### config.mk
export PLATFORM = sky130hd
export DESIGN_NAME = telnet_iac_refuser_line_assembler_top
export DESIGN_NICKNAME = d
export VERILOG_FILES = /design/src/design/tiap_pkg.sv /design/src/design/tiap_parser.sv /design/src/design/tiap_group_fifo.sv /design/src/design/tiap_expander.sv /design/src/design/telnet_iac_refuser_line_assembler_top.sv
export SDC_FILE = /design/constraint.sdc
export NUM_CORES = 1
export LEC_CHECK = 0
export ABC_AREA = 1
export BUFFER_PORTS_ARGS = -buffer_cell sky130_fd_sc_hd__buf_2
export CAP_MARGIN = 30
export CELL_PAD_IN_SITES_DETAIL_PLACEMENT = 0
export CELL_PAD_IN_SITES_GLOBAL_PLACEMENT = 2
export CORE_MARGIN = 2
export CORE_UTILIZATION = 37
export DETAILED_ROUTE_END_ITERATION = 10
export PLACE_DENSITY_LB_ADDON = 0.1
export SETUP_SLACK_MARGIN = 0.5
export SLEW_MARGIN = 10
export SYNTH_ARGS = -nofsm -noshare
export SYNTH_HDL_FRONTEND = slang
export SYNTH_HIERARCHICAL = 1
export SYNTH_SLANG_ARGS = --single-unit
### constraint.sdc
create_clock -name clk -period 2.4 [get_ports clk]
set_clock_uncertainty 0.15 [all_clocks]
set_input_delay 0 -clock clk [delete_from_list [all_inputs] [get_ports clk]]
set_output_delay 0 -clock clk [all_outputs]
set_load 0.005 [all_outputs]
### src/design/tiap_pkg.sv
// Package for the telnet line assembler: byte codes, parser modes,
// result kinds and the group record passed between parser, queue and expander.
package tiap_pkg;

  localparam int LINE_LEN   = 80;
  localparam int POS_W      = 7;
  localparam int FIFO_DEPTH = 4;
  localparam int PTR_W      = $clog2(FIFO_DEPTH);
  localparam int CNT_W      = $clog2(FIFO_DEPTH + 1);

  localparam logic [7:0] CH_NL  = 8'h0a;
  localparam logic [7:0] CH_CR  = 8'h0d;
  localparam logic [7:0] B_IAC  = 8'd255;
  localparam logic [7:0] B_WILL = 8'd251;
  localparam logic [7:0] B_WONT = 8'd252;
  localparam logic [7:0] B_DO   = 8'd253;
  localparam logic [7:0] B_DONT = 8'd254;

  localparam logic [1:0] KIND_REPLY = 2'd0;
  localparam logic [1:0] KIND_CHAR  = 2'd1;
  localparam logic [1:0] KIND_EOL   = 2'd2;

  typedef enum logic [2:0] {
    MODE_NORMAL = 3'd0,
    MODE_IAC    = 3'd1,
    MODE_WILL   = 3'd2,
    MODE_WONT   = 3'd3,
    MODE_DO     = 3'd4,
    MODE_DONT   = 3'd5
  } mode_t;

  typedef enum logic [1:0] {
    GRP_CHAR   = 2'd0,
    GRP_EOL    = 2'd1,
    GRP_REFUSE = 2'd2
  } grp_kind_t;

  // One entry per input byte that produces output; a refusal expands to three beats.
  typedef struct packed {
    grp_kind_t        kind;
    logic [7:0]       data;
    logic [7:0]       verb;
    logic [POS_W-1:0] len;
  } grp_t;

endpackage

### src/design/tiap_parser.sv
// Telnet parser: IAC state machine plus line position counter.
// Produces one group record per input byte that yields output. Uses tiap_pkg.
module tiap_parser (
  input  logic               clk,
  input  logic               rst_n,
  input  logic               in_fire,
  input  logic [7:0]         rx_byte,
  output logic               grp_push,
  output tiap_pkg::grp_t     grp
);

  localparam logic [tiap_pkg::POS_W-1:0] POS_LIMIT =
    tiap_pkg::POS_W'(tiap_pkg::LINE_LEN - 1);

  tiap_pkg::mode_t             mode_r, mode_nxt;
  logic [tiap_pkg::POS_W-1:0]  pos_r, pos_nxt;
  logic                        emit;
  logic                        is_data;

  // next mode
  always_comb begin
    mode_nxt = tiap_pkg::MODE_NORMAL;
    unique case (mode_r)
      tiap_pkg::MODE_IAC: begin
        if (rx_byte == tiap_pkg::B_WILL)      mode_nxt = tiap_pkg::MODE_WILL;
        else if (rx_byte == tiap_pkg::B_WONT) mode_nxt = tiap_pkg::MODE_WONT;
        else if (rx_byte == tiap_pkg::B_DO)   mode_nxt = tiap_pkg::MODE_DO;
        else if (rx_byte == tiap_pkg::B_DONT) mode_nxt = tiap_pkg::MODE_DONT;
        else                                  mode_nxt = tiap_pkg::MODE_NORMAL;
      end
      tiap_pkg::MODE_WILL, tiap_pkg::MODE_WONT,
      tiap_pkg::MODE_DO, tiap_pkg::MODE_DONT: begin
        mode_nxt = tiap_pkg::MODE_NORMAL;
      end
      default: begin
        mode_nxt = (rx_byte == tiap_pkg::B_IAC) ? tiap_pkg::MODE_IAC
                                                : tiap_pkg::MODE_NORMAL;
      end
    endcase
  end

  // outputs and line position
  always_comb begin
    emit     = 1'b0;
    is_data  = 1'b0;
    pos_nxt  = pos_r;
    grp.kind = tiap_pkg::GRP_CHAR;
    grp.data = rx_byte;
    grp.verb = tiap_pkg::B_DONT;
    grp.len  = '0;
    unique case (mode_r)
      // IAC IAC is a literal 255, which is rx_byte itself
      tiap_pkg::MODE_IAC: begin
        is_data = (rx_byte == tiap_pkg::B_IAC);
      end
      tiap_pkg::MODE_WILL, tiap_pkg::MODE_WONT: begin
        emit     = 1'b1;
        grp.kind = tiap_pkg::GRP_REFUSE;
        grp.verb = tiap_pkg::B_DONT;
      end
      tiap_pkg::MODE_DO, tiap_pkg::MODE_DONT: begin
        emit     = 1'b1;
        grp.kind = tiap_pkg::GRP_REFUSE;
        grp.verb = tiap_pkg::B_WONT;
      end
      default: begin
        is_data = (rx_byte != tiap_pkg::B_IAC);
      end
    endcase

    if (is_data && (rx_byte != tiap_pkg::CH_CR)) begin
      emit = 1'b1;
      // at the limit the arriving byte is dropped and closes the line
      if ((rx_byte == tiap_pkg::CH_NL) || (pos_r >= POS_LIMIT)) begin
        grp.kind = tiap_pkg::GRP_EOL;
        grp.len  = pos_r;
        pos_nxt  = '0;
      end else begin
        grp.kind = tiap_pkg::GRP_CHAR;
        pos_nxt  = pos_r + 1'b1;
      end
    end
  end

  assign grp_push = in_fire & emit;

  always_ff @(posedge clk) begin
    if (!rst_n) begin
      mode_r <= tiap_pkg::MODE_NORMAL;
      pos_r  <= '0;
    end else if (in_fire) begin
      mode_r <= mode_nxt;
      pos_r  <= pos_nxt;
    end
  end

endmodule

### src/design/tiap_group_fifo.sv
// Small register queue of group records between parser and expander.
// Uses tiap_pkg for depth and record type.
module tiap_group_fifo (
  input  logic           clk,
  input  logic           rst_n,
  input  logic           push,
  input  tiap_pkg::grp_t push_grp,
  input  logic           pop,
  output logic           full,
  output logic           head_valid,
  output tiap_pkg::grp_t head_grp
);

  tiap_pkg::grp_t                   mem_r [tiap_pkg::FIFO_DEPTH];
  logic [tiap_pkg::PTR_W-1:0]       wr_ptr_r, rd_ptr_r;
  logic [tiap_pkg::CNT_W-1:0]       count_r, count_nxt;

  assign full       = (count_r == tiap_pkg::CNT_W'(tiap_pkg::FIFO_DEPTH));
  assign head_valid = (count_r != '0);
  assign head_grp   = mem_r[rd_ptr_r];

  always_comb begin
    count_nxt = count_r;
    case ({push, pop})
      2'b10:   count_nxt = count_r + 1'b1;
      2'b01:   count_nxt = count_r - 1'b1;
      default: count_nxt = count_r;
    endcase
  end

  always_ff @(posedge clk) begin
    if (!rst_n) begin
      wr_ptr_r <= '0;
      rd_ptr_r <= '0;
      count_r  <= '0;
    end else begin
      if (push) wr_ptr_r <= wr_ptr_r + 1'b1;
      if (pop)  rd_ptr_r <= rd_ptr_r + 1'b1;
      count_r <= count_nxt;
    end
  end

  always_ff @(posedge clk) begin
    if (push) mem_r[wr_ptr_r] <= push_grp;
  end

endmodule

### src/design/tiap_expander.sv
// Turns the head group record into result beats: one for a character or
// end of line, three for a refusal. Uses tiap_pkg.
module tiap_expander (
  input  logic           clk,
  input  logic           rst_n,
  input  logic           head_valid,
  input  tiap_pkg::grp_t head_grp,
  input  logic           out_ready,
  output logic           pop,
  output logic           out_valid,
  output logic [1:0]     out_kind,
  output logic [7:0]     out_byte,
  output logic [6:0]     out_line_length,
  output logic           out_last
);

  logic [1:0] sub_r, sub_nxt;
  logic       beat_fire;

  always_comb begin
    out_kind        = tiap_pkg::KIND_CHAR;
    out_byte        = head_grp.data;
    out_line_length = '0;
    out_last        = 1'b1;
    case (head_grp.kind)
      tiap_pkg::GRP_EOL: begin
        out_kind        = tiap_pkg::KIND_EOL;
        out_byte        = '0;
        out_line_length = head_grp.len;
      end
      tiap_pkg::GRP_REFUSE: begin
        out_kind = tiap_pkg::KIND_REPLY;
        out_last = (sub_r == 2'd2);
        case (sub_r)
          2'd0:    out_byte = tiap_pkg::B_IAC;
          2'd1:    out_byte = head_grp.verb;
          default: out_byte = head_grp.data;
        endcase
      end
      default: begin
        out_kind = tiap_pkg::KIND_CHAR;
      end
    endcase
  end

  assign out_valid = head_valid;
  assign beat_fire = out_valid & out_ready;
  assign pop       = beat_fire & out_last;
  assign sub_nxt   = pop ? 2'd0 : (sub_r + 1'b1);

  always_ff @(posedge clk) begin
    if (!rst_n) begin
      sub_r <= '0;
    end else if (beat_fire) begin
      sub_r <= sub_nxt;
    end
  end

endmodule

### src/design/telnet_iac_refuser_line_assembler_top.sv
// Channel | handshake            | payload
// in      | in_valid / in_ready  | in_rx_byte
// out     | out_valid / out_ready| out_kind, out_byte, out_line_length, out_last
//
// One byte accepted per cycle; each result group is queued and leaves on the
// next cycle at the earliest, one beat per ready cycle (refusals take three beats).
// in_ready drops only when the four-entry group queue is full.
// Synchronous active-low reset returns the parser to data mode, position zero,
// and empties the queue; no clearing pass.
// Top level; uses tiap_pkg, tiap_parser, tiap_group_fifo and tiap_expander.
module telnet_iac_refuser_line_assembler_top (
  input  logic       clk,
  input  logic       rst_n,
  input  logic       in_valid,
  output logic       in_ready,
  input  logic [7:0] in_rx_byte,
  output logic       out_valid,
  input  logic       out_ready,
  output logic [1:0] out_kind,
  output logic [7:0] out_byte,
  output logic [6:0] out_line_length,
  output logic       out_last
);

  logic           in_fire;
  logic           grp_push;
  tiap_pkg::grp_t grp;
  logic           fifo_full;
  logic           head_valid;
  tiap_pkg::grp_t head_grp;
  logic           pop;

  assign in_ready = ~fifo_full;
  assign in_fire  = in_valid & in_ready;

  tiap_parser u_parser (
    .clk      (clk),
    .rst_n    (rst_n),
    .in_fire  (in_fire),
    .rx_byte  (in_rx_byte),
    .grp_push (grp_push),
    .grp      (grp)
  );

  tiap_group_fifo u_fifo (
    .clk        (clk),
    .rst_n      (rst_n),
    .push       (grp_push),
    .push_grp   (grp),
    .pop        (pop),
    .full       (fifo_full),
    .head_valid (head_valid),
    .head_grp   (head_grp)
  );

  tiap_expander u_expander (
    .clk             (clk),
    .rst_n           (rst_n),
    .head_valid      (head_valid),
    .head_grp        (head_grp),
    .out_ready       (out_ready),
    .pop             (pop),
    .out_valid       (out_valid),
    .out_kind        (out_kind),
    .out_byte        (out_byte),
    .out_line_length (out_line_length),
    .out_last        (out_last)
  );

endmodule

==> run summary <==
The nature of the critical path startpoint is a flip-flop. The complex-gate fraction of the synthesized area was 11.6%; the clock-pin transition on the worst setup and hold timing paths was 60 ps. The setup slack of the most critical reg-to-reg path is 160 ps, and the number of cells produced by synthesis is 553.

For the final-layout worst hold slack, the log shows 10.1 ps. For the setup slack of the critical path after layout, the log shows 162 ps. The worst setup path is captured at a flip-flop.

Yosys printed 6 warnings. The achievable frequency was 447 MHz. The slowest stage of the critical path is the sky130_fd_sc_hd__dfxtp_4 cell. Number of antenna violations at the first check in global routing: 0. Predominant post-synthesis flop cell: sky130_fd_sc_hd__edfxtp_1.

After detailed routing, the average wire length per cell comes to 15.8 um. The power density relative to cell area is 990 nW/um^2. The antenna diode count is 0, and the post-synthesis sequential element count is 121.

The number of non-filler instances in the completed layout is 883. Fraction of registers with async set/reset: 0%. The die height is 130 um, and the number of ports placed on the die boundary is 32.

The placed instances occupy a cell area of 6330 um^2. The run gives 14.0 mm as the post-detailed-routing wire length. Walking the worst path, the cells encountered are inv_8 > nor2_4 > o22ai_2 > inv_2 > ha_4 > inv_4 > nor2_4 > nor2_4 > ha_4 > inv_4 > fa_2 > inv_1 > nand2_1 > nand3_1 > nand2_1 > inv_1 > nor2_1.

The utilization of the core after routing is 51.6%, and the post-synthesis share of cell area spent on full adders, half adders and majority gates is 3.13%. The summed instance area of the synthesized netlist was 5840 um^2. In this run the critical register-to-register path is captured at u_fifo/count_r[2]. The wire-length estimate of the detail-placed layout is 8.48 mm.

The detail route stage leaves a number of antenna-violating nets equal to 0. The row count came out at 45. In the routed layout, each cell is associated on average with a via count of 4.65. The kind of cell with the highest combined delay along the critical path is adder cells. The post-route minimum period works out to 2240 ps. The analysis attributes to cell leakage a power of 3.11 nW.

The pre-antenna-repair detailed-routing pass consisted of 4 iterations. Summing internal, switching and leakage power gives 7.82 mW. The sequential-to-total area share from yosys stat is 58.6%. The last weighted congestion value of the routability-driven placer was 0.726. The type of the most critical hold path is in -> reg. Via count: 4105. Of all nets on the critical path, the largest fanout is 7. Adding up every negative setup slack in the final design gives 0 ps.

After the first detailed-routing iteration, the DRC count stood at 191. The run gives 0 as the remaining routing DRC violations. After layout, the worst path uses 93.2% of the clock period.

Clock tree synthesis selected as its root buffer the cell sky130_fd_sc_hd__clkbuf_16. Start point of the worst min-delay path: in_rx_byte[0]. The largest net degree at the start of global routing is 33, and the highest cell delay on the worst timing path is 380 ps. The die covers 16800 um^2. The clock passes through at most 2 buffers.

The count of buffer and inverter cells on the critical path works out to 6. The depth of the CTS H-tree was 4; the setup-violating endpoint count in the final report was 0. The tools report the endpoint required time on the critical path as 2560 ps. Setup repair after global routing could not meet its margin everywhere.

Counting every sink on the clock net gives 121. Counting flops with a built-in enable in the synthesized netlist gives 100. Along the worst hold path, the cell count comes to 6.

The hold violation total from the final report was 0. Once the floorplan was initialized, standard cells occupied 38.1% of the core. For the worst-skew pair, the clock arrives at the later sink with an insertion delay of 410 ps. The kind of critical path was reg -> reg. For this run, the total global-route usage over all layers was measured as 17.8%. Summing the areas of all and, or, nand and nor instances in the mapped netlist gives 17.1% of the synthesized area. Measured along the x axis, the die boundary spans 130 um. Across the run, the number of max-cap violations was 0. The number of max-slew violations in the final report was 0; the layout overhead on the synthesized area was 35.4%. In the final layout, the share of cells above drive strength 1 is 33.0%.

STA puts the critical path data arrival time at 2400 ps. Measured against the total synthesized area, the mux share comes to 0%. The layout has 1392 filler cells. Once layout is done, the placed cells without fillers occupy 7900 um^2. The tools report the area of the core region as 15300 um^2. Sink of the worst hold path: u_parser/mode_r[1]. The main combinational cell family by area after synthesis was simple AND/OR/NAND/NOR gates.

In this run the tool buffered the top-level ports with 31 buffer cells. The first global-routing pass estimated 21.7 mm of wire. The number of placed instances with taps included was 788; the highest ir drop seen on vdd was 0.000639 V. Before CTS, the worst setup slack after placement is 106 ps.

The total global routing overflow is 0, and the number of nets in the finished design is 685. Of the total synthesized cell area, the portion taken by XOR and XNOR cells is 0.300%. In this run, distinct cell masters in the synthesized netlist total 37. In this design, the critical path's most frequently occurring cell is sky130_fd_sc_hd__nor2_4. The logs give 17 for the TritonCTS buffer count and 3937 for the number of global-route vias before repair. The flow ran to the end, and the final reports show no timing, DRC or antenna violations. The mean instance size in the synthesized netlist is 10.6 um^2, and the count of cells along the worst register-to-register path is 17. TritonCTS built the clock tree.
## Yosys cell counts, types with 2 or more instances
library cell               instances  area share [%]
sky130_fd_sc_hd__edfxtp_1        100              51
sky130_fd_sc_hd__nor2_1           89             5.7
sky130_fd_sc_hd__nand2_1          69             4.4
sky130_fd_sc_hd__inv_1            61             3.9
sky130_fd_sc_hd__o21ai_1          33             2.8
sky130_fd_sc_hd__o22ai_1          24             2.6
sky130_fd_sc_hd__buf_4            21             2.7
sky130_fd_sc_hd__dfxtp_1          21             7.2
sky130_fd_sc_hd__o21ai_2          20             3.0
sky130_fd_sc_hd__nand3_1          14             1.2
sky130_fd_sc_hd__ha_1             13             2.8
sky130_fd_sc_hd__o21ai_0          13             1.1
sky130_fd_sc_hd__a21oi_1          10            0.86
sky130_fd_sc_hd__nor2_2           10             1.1
sky130_fd_sc_hd__buf_6             8             1.5
sky130_fd_sc_hd__nor3_2            8             1.4
sky130_fd_sc_hd__buf_2             4            0.34
sky130_fd_sc_hd__inv_2             4            0.26
sky130_fd_sc_hd__inv_4             3            0.32
sky130_fd_sc_hd__nor2_4            3            0.58
sky130_fd_sc_hd__o211ai_1          3            0.39
sky130_fd_sc_hd__conb_1            2            0.13
sky130_fd_sc_hd__nand2_4           2            0.39
sky130_fd_sc_hd__nand4_1           2            0.21
sky130_fd_sc_hd__nor2_8            2            0.69
sky130_fd_sc_hd__nor3_1            2            0.17
sky130_fd_sc_hd__xor2_1            2            0.30
## report_power, final
part / internal (mW) / switching [mW] / total, mW / leakage (nW)
Combinational: 1.19 / 1.49 / 2.68 / 1.72
Sequential: 2.48 / 0.0897 / 2.57 / 1.10
Clock: 1.68 / 0.892 / 2.57 / 0.291
## worst max-delay path by stage
stage,end,slack (ps),cells past startpoint
final,u_fifo/count_r[2],160,17
after global routing,u_fifo/count_r[2],70,17
after CTS,out_byte[1],180,9
after detailed placement,u_fifo/count_r[2],110,16
after global placement,u_fifo/count_r[2],140,16
after floorplan,u_fifo/count_r[2],70,18
## kinds of logic after synthesis
| logic type | Yosys count |
|---|---|
| simple gates | 207 |
| other cells | 2 |
| buf+inv | 101 |
| fa+ha+maj | 14 |
| flops | 121 |
| compound gates | 106 |
| xor+xnor | 2 |
## state kept, by name, summed over array words and instances, names as in the netlist, named ones only
register and cells:
u_parser/mode_r 3, u_fifo/count_r 3, u_parser/pos_r 7, u_fifo/mem_r 100
u_fifo/rd_ptr_r 2, u_fifo/wr_ptr_r 2, u_expander/sub_r 2
## worst register-to-register path: stages (launching register included)
cell and delay, ps:
sky130_fd_sc_hd__dfxtp_4 380, sky130_fd_sc_hd__inv_8 90, sky130_fd_sc_hd__nor2_4 30, sky130_fd_sc_hd__o22ai_2 190, sky130_fd_sc_hd__inv_2 70, sky130_fd_sc_hd__ha_4 160, sky130_fd_sc_hd__inv_4 70, sky130_fd_sc_hd__nor2_4 40
sky130_fd_sc_hd__nor2_4 110, sky130_fd_sc_hd__ha_4 160, sky130_fd_sc_hd__inv_4 30, sky130_fd_sc_hd__fa_2 330, sky130_fd_sc_hd__inv_1 60, sky130_fd_sc_hd__nand2_1 60, sky130_fd_sc_hd__nand3_1 70, sky130_fd_sc_hd__nand2_1 50
sky130_fd_sc_hd__inv_1 50, sky130_fd_sc_hd__nor2_1 40
## cell usage in the layout, fill, tap and decap left out, types with 3 or more instances in the layout
master	count
sky130_fd_sc_hd__edfxtp_1	100
sky130_fd_sc_hd__nor2_1	87
sky130_fd_sc_hd__nand2_1	64
sky130_fd_sc_hd__inv_1	54
sky130_fd_sc_hd__buf_2	31
sky130_fd_sc_hd__o21ai_1	31
sky130_fd_sc_hd__buf_6	25
sky130_fd_sc_hd__o21ai_2	25
sky130_fd_sc_hd__buf_4	23
sky130_fd_sc_hd__o22ai_1	21
sky130_fd_sc_hd__clkbuf_16	18
sky130_fd_sc_hd__dlygate4sd3_1	18
sky130_fd_sc_hd__dfxtp_1	17
sky130_fd_sc_hd__nor2_4	13
sky130_fd_sc_hd__nand3_1	13
sky130_fd_sc_hd__o21ai_0	10
sky130_fd_sc_hd__nor3_2	9
sky130_fd_sc_hd__buf_12	8
sky130_fd_sc_hd__ha_1	8
sky130_fd_sc_hd__buf_16	7
sky130_fd_sc_hd__a21oi_1	7
sky130_fd_sc_hd__nand2_4	7
sky130_fd_sc_hd__conb_1	7
sky130_fd_sc_hd__clkinvlp_4	6
sky130_fd_sc_hd__inv_2	4
sky130_fd_sc_hd__inv_4	4
sky130_fd_sc_hd__ha_4	4
sky130_fd_sc_hd__o22ai_2	4
sky130_fd_sc_hd__clkinv_4	3
sky130_fd_sc_hd__bufinv_16	3
sky130_fd_sc_hd__dfxtp_2	3
sky130_fd_sc_hd__o211ai_1	3
## timing repair
item / 4_1_cts / 5_1_grt
pin swaps: 8 / 3
cloned: 7 / 1
endpoints found under the setup margin: 148 / 150
buffers inserted: 26 / 10
resized for setup: 50 / 24
hold buffers: 18 / 1
endpoints found under the hold margin: 53 / 4
## per-layer routing
metal | up-vias | wire length (um) | track usage [%]
li1 | 2071 | - | -
met1 | 1950 | 6390 | 23.3
met2 | 70 | 6910 | 29.1
met3 | 14 | 467 | 3.63
met4 | 0 | 196 | 7.15
met5 | - | 0 | 0
## layout make-up
class	count	area (um^2)	share of cell area, %
flip-flops and latches	121	3430	43.4
multi-input cells	336	2120	26.8
repair buffers	115	1190	15.1
clock buffers	20	457	5.78
inverters	68	293	3.70
well taps	211	264	3.34
clock inverters	12	149	1.88
(Power assumes the default switching activity.)
